<file path="src/rtl/core/tlvp_pkg.sv">
// Shared types, codes and helpers for the TLV reply field parser.
`timescale 1ns / 1ps

package tlvp_pkg;

  localparam int unsigned TYPE_W   = 16;
  localparam int unsigned LEN_W    = 16;
  localparam int unsigned VAL_W    = 32;
  localparam int unsigned SHIFT_W  = 64;
  localparam int unsigned CFG_IDX_W = 8;

  localparam logic [LEN_W-1:0] ID_LEN    = LEN_W'(4);
  localparam logic [LEN_W-1:0] STAMP_LEN = LEN_W'(8);

  typedef enum logic [2:0] {
    PH_TYPE_HI,
    PH_TYPE_LO,
    PH_LEN_HI,
    PH_LEN_LO,
    PH_VALUE
  } phase_t;

  typedef enum logic [2:0] {
    KIND_OTHER,
    KIND_ID,
    KIND_SEQ,
    KIND_STAMP,
    KIND_VER
  } kind_t;

  typedef enum logic [CFG_IDX_W-1:0] {
    CFG_ID_TYPE    = 8'd0,
    CFG_SEQ_TYPE   = 8'd1,
    CFG_STAMP_TYPE = 8'd2,
    CFG_VER_TYPE   = 8'd3
  } cfg_idx_t;

  typedef struct packed {
    logic [TYPE_W-1:0] id_code;
    logic [TYPE_W-1:0] seq_code;
    logic [TYPE_W-1:0] stamp_code;
    logic [TYPE_W-1:0] ver_code;
  } codes_t;

  typedef struct packed {
    logic [7:0] data_byte;
    logic       last_byte;
  } word_t;

  typedef struct packed {
    logic             status;
    logic [VAL_W-1:0] sender_id;
    logic [VAL_W-1:0] sequence_res;
    logic [VAL_W-1:0] stamp_seconds;
    logic [VAL_W-1:0] stamp_microseconds;
    logic             have_id;
    logic             have_sequence;
    logic             have_stamp;
  } result_t;

  // First match wins: id, sequence, stamp, version.
  function automatic kind_t kind_of(logic [TYPE_W-1:0] t, codes_t c);
    kind_t k;
    if (t == c.id_code) begin
      k = KIND_ID;
    end else if (t == c.seq_code) begin
      k = KIND_SEQ;
    end else if (t == c.stamp_code) begin
      k = KIND_STAMP;
    end else if (t == c.ver_code) begin
      k = KIND_VER;
    end else begin
      k = KIND_OTHER;
    end
    return k;
  endfunction

endpackage

</file>
<file path="src/rtl/core/tlvp_in_if.sv">
// Byte input channel: valid/ready with one payload byte and an end marker.
`timescale 1ns / 1ps

interface tlvp_in_if;
  logic       valid;
  logic       ready;
  logic [7:0] data_byte;
  logic       last_byte;

  modport source (output valid, output data_byte, output last_byte, input ready);
  modport sink   (input valid, input data_byte, input last_byte, output ready);
endinterface

</file>
<file path="src/rtl/core/tlvp_out_if.sv">
// Result channel: valid/ready with packet status, decoded values and flags.
`timescale 1ns / 1ps

interface tlvp_out_if;
  logic        valid;
  logic        ready;
  logic        status;
  logic [31:0] sender_id;
  logic [31:0] sequence_res;
  logic [31:0] stamp_seconds;
  logic [31:0] stamp_microseconds;
  logic        have_id;
  logic        have_sequence;
  logic        have_stamp;

  modport source (output valid, output status, output sender_id, output sequence_res,
                  output stamp_seconds, output stamp_microseconds, output have_id,
                  output have_sequence, output have_stamp, input ready);
  modport sink   (input valid, input status, input sender_id, input sequence_res,
                  input stamp_seconds, input stamp_microseconds, input have_id,
                  input have_sequence, input have_stamp, output ready);
endinterface

</file>
<file path="src/rtl/core/tlvp_cfg_if.sv">
// Configuration write channel: valid/ready with register index and data.
`timescale 1ns / 1ps

interface tlvp_cfg_if;
  logic        valid;
  logic        ready;
  logic [7:0]  index;
  logic [15:0] data;

  modport source (output valid, output index, output data, input ready);
  modport sink   (input valid, input index, input data, output ready);
endinterface

</file>
<file path="src/rtl/core/tlv_reply_field_parser_top.sv">
// Top level of the TLV reply field parser.
`timescale 1ns / 1ps

// Takes one payload byte per cycle and parses it as type-length-value records
// (16-bit big-endian type and length). Sender id, sequence number and timestamp
// are captured when their record types match the programmed codes; a result
// word is issued only for the byte marked last, carrying status, the value
// registers and the per-packet presence flags. Throughput is one byte per
// cycle; a last byte waits in the input register only while the previous
// result word has not been taken. The result word is registered: the input
// register takes the last byte, then the result register takes the parse
// outcome when that byte is taken from the input register. Type codes are
// written through cfg (index 0..3); write them only while no packet is in
// flight. Indexes above 3 are dropped.
module tlv_reply_field_parser_top (
  input  logic      clk,
  input  logic      rst_n,
  tlvp_in_if.sink   in_ch,
  tlvp_out_if.source out_ch,
  tlvp_cfg_if.sink  cfg_ch
);

  tlvp_pkg::codes_t  codes;
  tlvp_pkg::word_t   in_word;
  tlvp_pkg::word_t   word;
  tlvp_pkg::result_t res;
  logic              word_valid;
  logic              word_take;
  logic              res_valid;

  assign in_word.data_byte = in_ch.data_byte;
  assign in_word.last_byte = in_ch.last_byte;

  tlvp_cfg_regs u_cfg (
    .clk      (clk),
    .rst_n    (rst_n),
    .wr_valid (cfg_ch.valid),
    .wr_index (cfg_ch.index),
    .wr_data  (cfg_ch.data),
    .wr_ready (cfg_ch.ready),
    .codes    (codes)
  );

  tlvp_in_reg u_in (
    .clk        (clk),
    .rst_n      (rst_n),
    .in_valid   (in_ch.valid),
    .in_word    (in_word),
    .in_ready   (in_ch.ready),
    .word_valid (word_valid),
    .word       (word),
    .word_take  (word_take)
  );

  tlvp_parser u_parse (
    .clk        (clk),
    .rst_n      (rst_n),
    .codes      (codes),
    .word_valid (word_valid),
    .word       (word),
    .word_take  (word_take),
    .res_valid  (res_valid),
    .res        (res),
    .res_ready  (out_ch.ready)
  );

  assign out_ch.valid              = res_valid;
  assign out_ch.status             = res.status;
  assign out_ch.sender_id          = res.sender_id;
  assign out_ch.sequence_res       = res.sequence_res;
  assign out_ch.stamp_seconds      = res.stamp_seconds;
  assign out_ch.stamp_microseconds = res.stamp_microseconds;
  assign out_ch.have_id            = res.have_id;
  assign out_ch.have_sequence      = res.have_sequence;
  assign out_ch.have_stamp         = res.have_stamp;

endmodule

</file>
<file path="src/rtl/core/tlvp_cfg_regs.sv">
// Type code registers written through the configuration channel.
`timescale 1ns / 1ps

module tlvp_cfg_regs (
  input  logic                           clk,
  input  logic                           rst_n,
  input  logic                           wr_valid,
  input  logic [tlvp_pkg::CFG_IDX_W-1:0] wr_index,
  input  logic [tlvp_pkg::TYPE_W-1:0]    wr_data,
  output logic                           wr_ready,
  output tlvp_pkg::codes_t               codes
);

  tlvp_pkg::codes_t codes_r, codes_nxt;

  assign wr_ready = 1'b1;
  assign codes    = codes_r;

  always_comb begin
    codes_nxt = codes_r;
    if (wr_valid) begin
      unique case (wr_index)
        tlvp_pkg::CFG_ID_TYPE:    codes_nxt.id_code    = wr_data;
        tlvp_pkg::CFG_SEQ_TYPE:   codes_nxt.seq_code   = wr_data;
        tlvp_pkg::CFG_STAMP_TYPE: codes_nxt.stamp_code = wr_data;
        tlvp_pkg::CFG_VER_TYPE:   codes_nxt.ver_code   = wr_data;
        default: ;  // unknown index: dropped
      endcase
    end
  end

  always_ff @(posedge clk) begin
    if (!rst_n) begin
      codes_r.id_code    <= tlvp_pkg::TYPE_W'(1);
      codes_r.seq_code   <= tlvp_pkg::TYPE_W'(2);
      codes_r.stamp_code <= tlvp_pkg::TYPE_W'(3);
      codes_r.ver_code   <= tlvp_pkg::TYPE_W'(5);
    end else begin
      codes_r <= codes_nxt;
    end
  end

endmodule

</file>
<file path="src/rtl/core/tlvp_in_reg.sv">
// Input register stage holding one accepted byte word.
`timescale 1ns / 1ps

module tlvp_in_reg (
  input  logic            clk,
  input  logic            rst_n,
  input  logic            in_valid,
  input  tlvp_pkg::word_t in_word,
  output logic            in_ready,
  output logic            word_valid,
  output tlvp_pkg::word_t word,
  input  logic            word_take
);

  logic            valid_r, valid_nxt;
  tlvp_pkg::word_t word_r;

  assign in_ready   = !valid_r || word_take;
  assign word_valid = valid_r;
  assign word       = word_r;

  always_comb begin
    valid_nxt = valid_r;
    if (in_ready) begin
      valid_nxt = in_valid;
    end
  end

  always_ff @(posedge clk) begin
    if (!rst_n) begin
      valid_r <= 1'b0;
    end else begin
      valid_r <= valid_nxt;
    end
  end

  always_ff @(posedge clk) begin
    if (in_ready && in_valid) begin
      word_r <= in_word;
    end
  end

endmodule

</file>
<file path="src/rtl/core/tlvp_parser.sv">
// Record parse state, value registers and the result register.
`timescale 1ns / 1ps

module tlvp_parser (
  input  logic                    clk,
  input  logic                    rst_n,
  input  tlvp_pkg::codes_t        codes,
  input  logic                    word_valid,
  input  tlvp_pkg::word_t         word,
  output logic                    word_take,
  output logic                    res_valid,
  output tlvp_pkg::result_t       res,
  input  logic                    res_ready
);

  localparam int unsigned VW = tlvp_pkg::VAL_W;

  tlvp_pkg::phase_t phase_r, phase_nxt, phase_step;
  logic [tlvp_pkg::TYPE_W-1:0]  rtype_r, rtype_nxt;
  logic [tlvp_pkg::LEN_W-1:0]   left_r, left_nxt, left_dec, len_full;
  logic [tlvp_pkg::SHIFT_W-1:0] shift_r, shift_nxt;
  logic                         err_r, err_nxt, err_step;
  logic [2:0]                   seen_r, seen_nxt, seen_step;
  logic [VW-1:0]                id_r, id_nxt;
  logic [VW-1:0]                seq_r, seq_nxt;
  logic [VW-1:0]                sec_r, sec_nxt;
  logic [VW-1:0]                usec_r, usec_nxt;
  logic                         out_valid_r, out_valid_nxt;
  tlvp_pkg::result_t            out_r, out_nxt;
  tlvp_pkg::kind_t              kind;
  logic                         hdr_bad;
  logic                         out_free;
  logic                         fire;
  logic                         is_last;

  assign out_free  = !out_valid_r || res_ready;
  assign is_last   = word.last_byte;
  assign word_take = word_valid && (!is_last || out_free);
  assign fire      = word_take;
  assign res_valid = out_valid_r;
  assign res       = out_r;

  assign kind     = tlvp_pkg::kind_of(rtype_r, codes);
  assign len_full = {left_r[15:8], word.data_byte};
  assign left_dec = left_r - tlvp_pkg::LEN_W'(1);

  always_comb begin
    case (kind)
      tlvp_pkg::KIND_ID,
      tlvp_pkg::KIND_SEQ:   hdr_bad = (len_full != tlvp_pkg::ID_LEN);
      tlvp_pkg::KIND_STAMP: hdr_bad = (len_full != tlvp_pkg::STAMP_LEN);
      tlvp_pkg::KIND_VER:   hdr_bad = (len_full == '0);
      default:              hdr_bad = 1'b0;
    endcase
  end

  // Next phase
  always_comb begin
    phase_step = phase_r;
    if (!err_r) begin
      unique case (phase_r)
        tlvp_pkg::PH_TYPE_HI: phase_step = tlvp_pkg::PH_TYPE_LO;
        tlvp_pkg::PH_TYPE_LO: phase_step = tlvp_pkg::PH_LEN_HI;
        tlvp_pkg::PH_LEN_HI:  phase_step = tlvp_pkg::PH_LEN_LO;
        tlvp_pkg::PH_LEN_LO: begin
          if (hdr_bad) begin
            phase_step = tlvp_pkg::PH_LEN_LO;
          end else if (len_full == '0) begin
            phase_step = tlvp_pkg::PH_TYPE_HI;
          end else begin
            phase_step = tlvp_pkg::PH_VALUE;
          end
        end
        tlvp_pkg::PH_VALUE: begin
          if (left_dec == '0) begin
            phase_step = tlvp_pkg::PH_TYPE_HI;
          end
        end
        default: phase_step = tlvp_pkg::PH_TYPE_HI;
      endcase
    end
    phase_nxt = phase_r;
    if (fire) begin
      phase_nxt = is_last ? tlvp_pkg::PH_TYPE_HI : phase_step;
    end
  end

  // Datapath updates for the byte in the input register
  always_comb begin
    rtype_nxt = rtype_r;
    left_nxt  = left_r;
    shift_nxt = shift_r;
    err_step  = err_r;
    seen_step = seen_r;
    id_nxt    = id_r;
    seq_nxt   = seq_r;
    sec_nxt   = sec_r;
    usec_nxt  = usec_r;
    if (fire && !err_r) begin
      unique case (phase_r)
        tlvp_pkg::PH_TYPE_HI: rtype_nxt = {word.data_byte, 8'h00};
        tlvp_pkg::PH_TYPE_LO: rtype_nxt = {rtype_r[15:8], word.data_byte};
        tlvp_pkg::PH_LEN_HI:  left_nxt  = {word.data_byte, 8'h00};
        tlvp_pkg::PH_LEN_LO: begin
          if (hdr_bad) begin
            err_step = 1'b1;
          end else begin
            left_nxt  = len_full;
            shift_nxt = '0;
          end
        end
        tlvp_pkg::PH_VALUE: begin
          shift_nxt = {shift_r[tlvp_pkg::SHIFT_W-9:0], word.data_byte};
          left_nxt  = left_dec;
          if (left_dec == '0) begin
            case (kind)
              tlvp_pkg::KIND_ID: begin
                id_nxt       = shift_nxt[VW-1:0];
                seen_step[0] = 1'b1;
              end
              tlvp_pkg::KIND_SEQ: begin
                seq_nxt      = shift_nxt[VW-1:0];
                seen_step[1] = 1'b1;
              end
              tlvp_pkg::KIND_STAMP: begin
                sec_nxt      = shift_nxt[2*VW-1:VW];
                usec_nxt     = shift_nxt[VW-1:0];
                seen_step[2] = 1'b1;
              end
              default: ;
            endcase
          end
        end
        default: ;
      endcase
    end

    out_nxt.status             = err_step || (phase_step != tlvp_pkg::PH_TYPE_HI);
    out_nxt.sender_id          = id_nxt;
    out_nxt.sequence_res       = seq_nxt;
    out_nxt.stamp_seconds      = sec_nxt;
    out_nxt.stamp_microseconds = usec_nxt;
    out_nxt.have_id            = seen_step[0];
    out_nxt.have_sequence      = seen_step[1];
    out_nxt.have_stamp         = seen_step[2];

    err_nxt  = err_step;
    seen_nxt = seen_step;
    // end of packet: per-packet state clears, values stay
    if (fire && is_last) begin
      rtype_nxt = '0;
      left_nxt  = '0;
      shift_nxt = '0;
      err_nxt   = 1'b0;
      seen_nxt  = '0;
    end

    out_valid_nxt = out_valid_r && !res_ready;
    if (fire && is_last) begin
      out_valid_nxt = 1'b1;
    end
  end

  always_ff @(posedge clk) begin
    if (!rst_n) begin
      phase_r     <= tlvp_pkg::PH_TYPE_HI;
      rtype_r     <= '0;
      left_r      <= '0;
      shift_r     <= '0;
      err_r       <= 1'b0;
      seen_r      <= '0;
      id_r        <= '0;
      seq_r       <= '0;
      sec_r       <= '0;
      usec_r      <= '0;
      out_valid_r <= 1'b0;
    end else begin
      phase_r     <= phase_nxt;
      rtype_r     <= rtype_nxt;
      left_r      <= left_nxt;
      shift_r     <= shift_nxt;
      err_r       <= err_nxt;
      seen_r      <= seen_nxt;
      id_r        <= id_nxt;
      seq_r       <= seq_nxt;
      sec_r       <= sec_nxt;
      usec_r      <= usec_nxt;
      out_valid_r <= out_valid_nxt;
    end
  end

  always_ff @(posedge clk) begin
    if (fire && is_last) begin
      out_r <= out_nxt;
    end
  end

  a_clear_after_last: assert property (@(posedge clk) disable iff (!rst_n)
    fire && is_last |=> (phase_r == tlvp_pkg::PH_TYPE_HI) && !err_r && (seen_r == '0))
    else $error("parse state not cleared after last byte");

  a_flags_only_set: assert property (@(posedge clk) disable iff (!rst_n)
    fire && !is_last |=> ((seen_r & $past(seen_r)) == $past(seen_r)))
    else $error("presence flag dropped inside a packet");

  a_error_freezes: assert property (@(posedge clk) disable iff (!rst_n)
    err_r && !(fire && is_last) |=> $stable(id_r) && $stable(seq_r) && $stable(seen_r))
    else $error("value changed after packet error");

  a_value_has_bytes: assert property (@(posedge clk) disable iff (!rst_n)
    phase_r == tlvp_pkg::PH_VALUE |-> left_r != '0)
    else $error("value phase with no bytes left");

  a_last_gives_result: assert property (@(posedge clk) disable iff (!rst_n)
    fire && is_last |=> out_valid_r)
    else $error("last byte produced no result");

endmodule

</file>
<file path="src/flat_wrapper.sv">
// flat-port wrapper written by rule: the top's interface ports become plain ports
module tlv_reply_field_parser_top_flat 
  (clk, rst_n, in_ch_valid, in_ch_data_byte, in_ch_last_byte, in_ch_ready, out_ch_valid, out_ch_status, out_ch_sender_id, out_ch_sequence_res, out_ch_stamp_seconds, out_ch_stamp_microseconds, out_ch_have_id, out_ch_have_sequence, out_ch_have_stamp, out_ch_ready, cfg_ch_valid, cfg_ch_index, cfg_ch_data, cfg_ch_ready);
  tlvp_in_if in_ch_i ();
  tlvp_out_if out_ch_i ();
  tlvp_cfg_if cfg_ch_i ();
  input  logic clk;
  input  logic rst_n;
  input wire logic [$bits(in_ch_i.valid)-1:0] in_ch_valid;
  input wire logic [$bits(in_ch_i.data_byte)-1:0] in_ch_data_byte;
  input wire logic [$bits(in_ch_i.last_byte)-1:0] in_ch_last_byte;
  output wire logic [$bits(in_ch_i.ready)-1:0] in_ch_ready;
  output wire logic [$bits(out_ch_i.valid)-1:0] out_ch_valid;
  output wire logic [$bits(out_ch_i.status)-1:0] out_ch_status;
  output wire logic [$bits(out_ch_i.sender_id)-1:0] out_ch_sender_id;
  output wire logic [$bits(out_ch_i.sequence_res)-1:0] out_ch_sequence_res;
  output wire logic [$bits(out_ch_i.stamp_seconds)-1:0] out_ch_stamp_seconds;
  output wire logic [$bits(out_ch_i.stamp_microseconds)-1:0] out_ch_stamp_microseconds;
  output wire logic [$bits(out_ch_i.have_id)-1:0] out_ch_have_id;
  output wire logic [$bits(out_ch_i.have_sequence)-1:0] out_ch_have_sequence;
  output wire logic [$bits(out_ch_i.have_stamp)-1:0] out_ch_have_stamp;
  input wire logic [$bits(out_ch_i.ready)-1:0] out_ch_ready;
  input wire logic [$bits(cfg_ch_i.valid)-1:0] cfg_ch_valid;
  input wire logic [$bits(cfg_ch_i.index)-1:0] cfg_ch_index;
  input wire logic [$bits(cfg_ch_i.data)-1:0] cfg_ch_data;
  output wire logic [$bits(cfg_ch_i.ready)-1:0] cfg_ch_ready;
  assign in_ch_i.valid = in_ch_valid;
  assign in_ch_i.data_byte = in_ch_data_byte;
  assign in_ch_i.last_byte = in_ch_last_byte;
  assign in_ch_ready = in_ch_i.ready;
  assign out_ch_valid = out_ch_i.valid;
  assign out_ch_status = out_ch_i.status;
  assign out_ch_sender_id = out_ch_i.sender_id;
  assign out_ch_sequence_res = out_ch_i.sequence_res;
  assign out_ch_stamp_seconds = out_ch_i.stamp_seconds;
  assign out_ch_stamp_microseconds = out_ch_i.stamp_microseconds;
  assign out_ch_have_id = out_ch_i.have_id;
  assign out_ch_have_sequence = out_ch_i.have_sequence;
  assign out_ch_have_stamp = out_ch_i.have_stamp;
  assign out_ch_i.ready = out_ch_ready;
  assign cfg_ch_i.valid = cfg_ch_valid;
  assign cfg_ch_i.index = cfg_ch_index;
  assign cfg_ch_i.data = cfg_ch_data;
  assign cfg_ch_ready = cfg_ch_i.ready;
  tlv_reply_field_parser_top u_core (.clk(clk), .rst_n(rst_n), .in_ch(in_ch_i), .out_ch(out_ch_i), .cfg_ch(cfg_ch_i));
endmodule
</file>
<file path="config.mk">
export PLATFORM = sky130hd
export DESIGN_NAME = tlv_reply_field_parser_top_flat
export DESIGN_NICKNAME = d
export VERILOG_FILES = /design/src/rtl/core/tlvp_pkg.sv /design/src/rtl/core/tlvp_in_if.sv /design/src/rtl/core/tlvp_out_if.sv /design/src/rtl/core/tlvp_cfg_if.sv /design/src/rtl/core/tlv_reply_field_parser_top.sv /design/src/rtl/core/tlvp_cfg_regs.sv /design/src/rtl/core/tlvp_in_reg.sv /design/src/rtl/core/tlvp_parser.sv /design/src/flat_wrapper.sv
export SDC_FILE = /design/constraint.sdc
export NUM_CORES = 1
export LEC_CHECK = 0
export ABC_AREA = 1
export ABC_CLOCK_PERIOD_IN_PS = 6400
export BUFFER_PORTS_ARGS = -buffer_cell sky130_fd_sc_hd__buf_2
export CAP_MARGIN = 40
export CORE_MARGIN = 3
export CORE_UTILIZATION = 55
export DETAILED_ROUTE_END_ITERATION = 10
export GPL_TIMING_DRIVEN = 0
export PLACE_DENSITY = 0.73
export SLEW_MARGIN = 20
export SYNTH_ARGS = -nofsm -noshare
export SYNTH_HDL_FRONTEND = slang
export SYNTH_SLANG_ARGS = --single-unit
</file>
<file path="constraint.sdc">
create_clock -name clk -period 6.4 [get_ports clk]
set_input_delay 0.32 -clock clk [delete_from_list [all_inputs] [get_ports clk]]
set_output_delay 0.32 -clock clk [all_outputs]
set_load 0.02 [all_outputs]
</file>
# Yosys cells after proc, flatten, opt, wreduce, memory -nomap -nowiden
# Cells that the tools add are included.
# Widths: inputs -> output; s select.
[word_totals] ff_bits=430 in_bits=38 out_inout_bits=135 wordCells=126
[op_classes] n_addsub=1 n_eq_ne=18 muxes=42 n_bitwise=3 reduce_logical=34
[ops] cell="$mux 32" n=16
[ops] cell="$pmux 56 s2" n=1
[ops] cell="$eq 16x16->1" n=4
[ops] cell="$mux 56" n=1
[ops] cell="$pmux 16 s3" n=1
[ops] cell="$mux 3" n=12
[ops] cell="$logic_not 16->1" n=2
[ops] cell="$pmux 16 s2" n=1
[ops] cell="$eq 8x2->1 const B" n=2
[ops] cell="$ne 16x3->1 const B" n=1
[ops] cell="$ne 16x4->1 const B" n=1
[ops] cell="$sub 16x1->16 const B" n=1
[ops] cell="$pmux 3 s5" n=1
[ops] cell="$eq 3x2->1 const B" n=4
[ops] cell="$reduce_and 3->1" n=4
[ops] cell="$reduce_and 2->1" n=5
[ops] cell="$eq 8x1->1 const B" n=1
[ops] cell="$logic_not 8->1" n=1
[ops] cell="$mux 8" n=1
[ops] cell="$mux 1" n=7
[ops] cell="$eq 3x1->1 const B" n=2
[ops] cell="$eq 3x3->1 const B" n=2
[ops] cell="$reduce_bool 2->1" n=3
[ops] cell="$reduce_bool 3->1" n=2
[ops] cell="8 further kinds" n=22

# Longest topological paths before layout
[depth] depth_word=13 depth_mapped=18 mapped_depth_nobuf=18

# Hierarchy
# From an unflattened synthesis, not the netlist that was laid out.
[unflattened] hier_cells=2063 hier_area_um2=18134.9
[modules_own_cells] module="tlvp_parser" n_inst=1 cells_each=1667 area_each_um2=15021.9 seq_area_each_um2=8448.1
[modules_own_cells] module="tlvp_cfg_regs" n_inst=1 cells_each=380 area_each_um2=2791.4 seq_area_each_um2=1281.2
[modules_own_cells] module="tlvp_in_reg" n_inst=1 cells_each=16 area_each_um2=321.6 seq_area_each_um2=290.3

# Worst setup path before layout
# OpenSTA, ideal clock, no wires.
[synth_timing] path_kind="flip-flop to flip-flop" start="reg u_core.u_parse.out_valid_r (netlist: u_core.u_parse.res_valid)" end="reg u_core.u_parse.out_r (netlist bit u_core.u_parse.res[0]), enable pin" setup_time_ns=0.486 arrival_ns=3.200 t_required_ns=5.914 slack_ns=2.715 path_stages_with_launch=6 n_path_buf=0 period_less_slack_ns=3.685 cell_sequence="dfxtp_1 -> inv_1 -> nor2_1 -> nand2_1 -> nand3_1 -> inv_1"
[synth_via] elab_chain_len=5
[synth_rtl] item="from (decl)" line_no="tlvp_parser.sv:28" rtl="logic out_valid_r, out_valid_nxt;"
[synth_rtl] item="from (signal assigned)" line_no="tlvp_parser.sv:188" rtl="out_valid_r <= out_valid_nxt;"
[synth_rtl] item="$logic_not 1->1" line_no="tlvp_parser.sv:36" rtl="assign out_free = !out_valid_r || res_ready;"
[synth_rtl] item="$logic_or 1x1->1" line_no="tlvp_parser.sv:36"
[synth_rtl] item="$logic_or 1x1->1" line_no="tlvp_parser.sv:38" rtl="assign word_take = word_valid && (!is_last || out_free);"
[synth_rtl] item="$logic_and 1x1->1" line_no="tlvp_parser.sv:38"
[synth_rtl] item="$logic_and 1x1->1" line_no="tlvp_parser.sv:193" rtl="if (fire && is_last) begin"
[synth_rtl] item="to (signal assigned)" line_no="tlvp_parser.sv:194" rtl="out_r <= out_nxt;"
[synth_rtl] item="to (decl)" line_no="tlvp_parser.sv:29" rtl="tlvp_pkg::result_t out_r, out_nxt;"
# No other way between the ends.
# A chain may end at the register's enable or synchronous reset.

==> qor.csv <==
metric,value,unit
Hold WC Path Type,input port to flip-flop,
CP required,6.69,ns
number of buffers added on ports,171,
Avg Inst Size Synth,8.728,um^2
via count,13566,
asr flop ratio synth,0,
GR Overflow Total,0,
Max-Cap Viols,0,
"Worst Path Class, Setup",flip-flop to flip-flop,
RSZ-0062 raised after global routing,no,
worst hold-check slack,0.05151,ns
CTS max path bufs,3,
layout cells sized above 1,0.1384,
Synth Instances,1908,
ant diodes,0,
final WL,42140,um
hold path cells,3,
Initial Util,0.5604,
Final Cycle Share,0.4433,
signal arrival time at the worst endpoint,3.13,ns
Die H,180,um
synthesized area,16650,um^2
Storage cell area,10020,um^2
clock sink count,430,
Synth cell types,38,
Chip Width,180,um
Tot Pwr,5.464,mW
final setup vio count,0,
CTS tree,yes,
Starting DRT DRC Count,1005,
number of instances in the placed design,2471,
all-layer global routing usage,0.2542,
DRC viols,0,
antenna-violating nets left,0,
P per Cell Area,280.3,nW/um^2
Synth warnings,0,
nets@finish,2175,
"EDFF count, synth",141,
Crit. End Element,flip-flop,
Row Count,63,
clock root buffer,clkbuf_16,
Worst Tran Pin Value,0.7169,ns
die area,32400,um^2
Worst slew margin,0.5221,
ys flop type,dfxtp_1,
sequential area share after synthesis,0.6017,
drt wl/cell,16.47,um
post-DR vias/cell,5.303,
"Hold Vio Cnt, Final",0,
status,finished clean,
setup_tns,0,ns
Peak VDD IR,0.1971,mV
Finished Layout Cells,2558,
P_leak,8.511,nW
maximum clock frequency,0.3525,GHz
fin crit period,2.837,ns
Setup Buffers After CTS,0,
DRT Pass-1 Iters,5,
r2r worst-path depth,12,
max-slew violation count,0,
area of the core,29720,um^2
largest net degree at the start of global routing,76,
hpwl dp,29270,um
"Reg clk slew, reported paths",0.06,ns
initial antenna violation count,0,
Clock Skew,0.02748,ns
syn_nets,1948,
H-Tree Depth,2,
multi-input logic area,5693,um^2
RD Place Congestion,0.9162,
total CTS buffers,42,
IO Pins,173,
insertion delay to the later sink of the worst-skew pair,0.55,ns
first-pass GRT wire length,66720,um
Syn-to-layout area delta,17.05,%
Setup crit start kind,flip-flop,
# fillers,2405,
critical-path maximum fanout,10,
Synth Register Bits,430,
vias in the first global route,12852,
layout make-up:
| class | count | share of cell area |
|---|---|---|
| Buffer | 91 | 0.02715 |
| Clock buffer | 64 | 0.06124 |
| Clock inverter | 13 | 0.007190 |
| Inverter | 109 | 0.02131 |
| Multi-Input combinational cell | 1278 | 0.2921 |
| Sequential cell | 430 | 0.5141 |
| Tap cell | 390 | 0.02504 |
| Timing Repair Buffer | 183 | 0.05193 |
cell families (layout without fill, tap and decap cells):
| logic type | Yosys count | count (layout) | synth area share |
|---|---|---|---|
| other | 1 | 1 | 0.0002252 |
| and+or+nand+nor | 874 | 874 | 0.2075 |
| AOI/OAI and AO/OA | 359 | 359 | 0.1106 |
| DFF | 430 | 430 | 0.6017 |
| xor gates and xnor gates | 42 | 42 | 0.02209 |
| adders and majority gates | 2 | 2 | 0.001503 |
| buffers and inverters | 200 | 460 | 0.05643 |
layout by cell type, fill, tap and decap left out, types with 2 or more instances in the layout:
cell type / netlist / final
clkbuf_16: 0 / 42
inv_1: 91 / 90
nor2_1: 115 / 115
o21ai_0: 90 / 90
buf_16: 0 / 2
ha_1: 2 / 2
bufinv_16: 0 / 2
nand3_2: 4 / 4
o22ai_1: 5 / 5
clkinv_1: 2 / 6
nand4_1: 9 / 9
edfxtp_1: 141 / 141
xnor2_1: 21 / 21
clkinv_2: 1 / 4
inv_2: 15 / 15
o211ai_1: 3 / 3
nor2_2: 3 / 3
nor3_1: 11 / 11
buf_6: 21 / 22
nand2_1: 699 / 699
dfxtp_1: 289 / 289
a31oi_1: 9 / 9
nor2_4: 2 / 2
clkbuf_8: 0 / 6
clkbuf_1: 58 / 74
or2_2: 6 / 6
nand3_1: 16 / 16
xor2_1: 21 / 21
dlygate4sd3_1: 0 / 9
a211oi_1: 8 / 8
nand3_4: 2 / 2
a21oi_1: 243 / 243
buf_4: 6 / 6
buf_2: 6 / 177
per-layer routing:
| layer | routed length, um | global-route usage |
|---|---|---|
| met1 | 18450 | 0.3542 |
| met2 | 19780 | 0.4175 |
| met3 | 2806 | 0.03662 |
| met4 | 1104 | 0.07488 |
| met5 | 0 | 0 |
Yosys cell counts (all sizes together) (3+ instances only):
cell type,instances,area share
o211ai,3,0.0014
edfxtp,141,0.25
dfxtp,289,0.35
xor2,21,0.011
xnor2,21,0.011
nor3,11,0.0033
nand3,22,0.0093
inv,106,0.024
clkinv,3,0.00075
or2,6,0.0023
nor2,120,0.028
o22ai,5,0.0019
nand4,9,0.0034
a31oi,9,0.0034
nand2,700,0.16
o21ai,91,0.027
buf,33,0.019
clkbuf,58,0.013
a211oi,8,0.0036
a21oi,243,0.073
worst max-delay path: stages (launching register included):
cell      delay [ns]
dfxtp_1         0.29
inv_1           0.12
ha_1            0.23
nand3_2         0.13
nor2_2          0.26
nand2_1         0.10
xor2_1          0.22
nand4_1         0.20
nor2_4          0.24
nand3_4         0.21
clkbuf_1        0.31
nand2_1         0.21
nand2_1         0.07
stage by stage:
| stage | cell area [um^2] | utilization | setup WS [ns] |
|---|---|---|---|
| after global routing | 19490 | 0.6559 | 3.314 |
| final | 19490 | 0.6559 | 3.563 |
| after floorplan | 16650 | - | 2.715 |
| after CTS | 19480 | 0.6555 | 3.577 |
| after detailed placement | 18060 | 0.6076 | 3.589 |
| after global placement | 18000 | 0.6056 | 1.593 |
path summary, 6_finish.rpt:
check                      startpoint  slack (ns)                       end
max          u_core.u_parse.left_r[1]        3.56    u_core.u_parse.res[84]
max reg2reg  u_core.u_parse.left_r[1]        3.56    u_core.u_parse.res[84]
min                    cfg_ch_data[1]        0.05    u_core.u_cfg.codes[17]
min reg2reg  u_core.u_parse.seen_r[2]        0.46  u_core.u_parse.seen_r[2]
where the power goes:
| part | switching (mW) | leakage, nW | total [mW] | internal (mW) |
|---|---|---|---|---|
| registers | 0.0209 | 3.83 | 2.85 | 2.83 |
| clock network | 1.02 | 0.647 | 2.39 | 1.38 |
| logic | 0.155 | 4.03 | 0.222 | 0.0669 |
| total | 1.19 | 8.51 | 5.46 | 4.27 |
registers in the layout, summed over array words and instances (netlist names), 16 cells and up:
name                    flops
u_core.u_parse.seq_r       32
u_core.u_parse.res        132
u_core.u_parse.left_r      16
u_core.u_parse.id_r        32
u_core.u_parse.rtype_r     16
u_core.u_cfg.codes         64
u_core.u_parse.sec_r       32
u_core.u_parse.usec_r      32
u_core.u_parse.shift_r     56
repair_timing:
item                       4_1_cts  5_1_grt
gates resized for setup          0        0
setup endpoints to repair        0        0
hold endpoints to repair         9        0
hold buffers                     9        0
No activity file was read; power rests on OpenSTA's default activity.
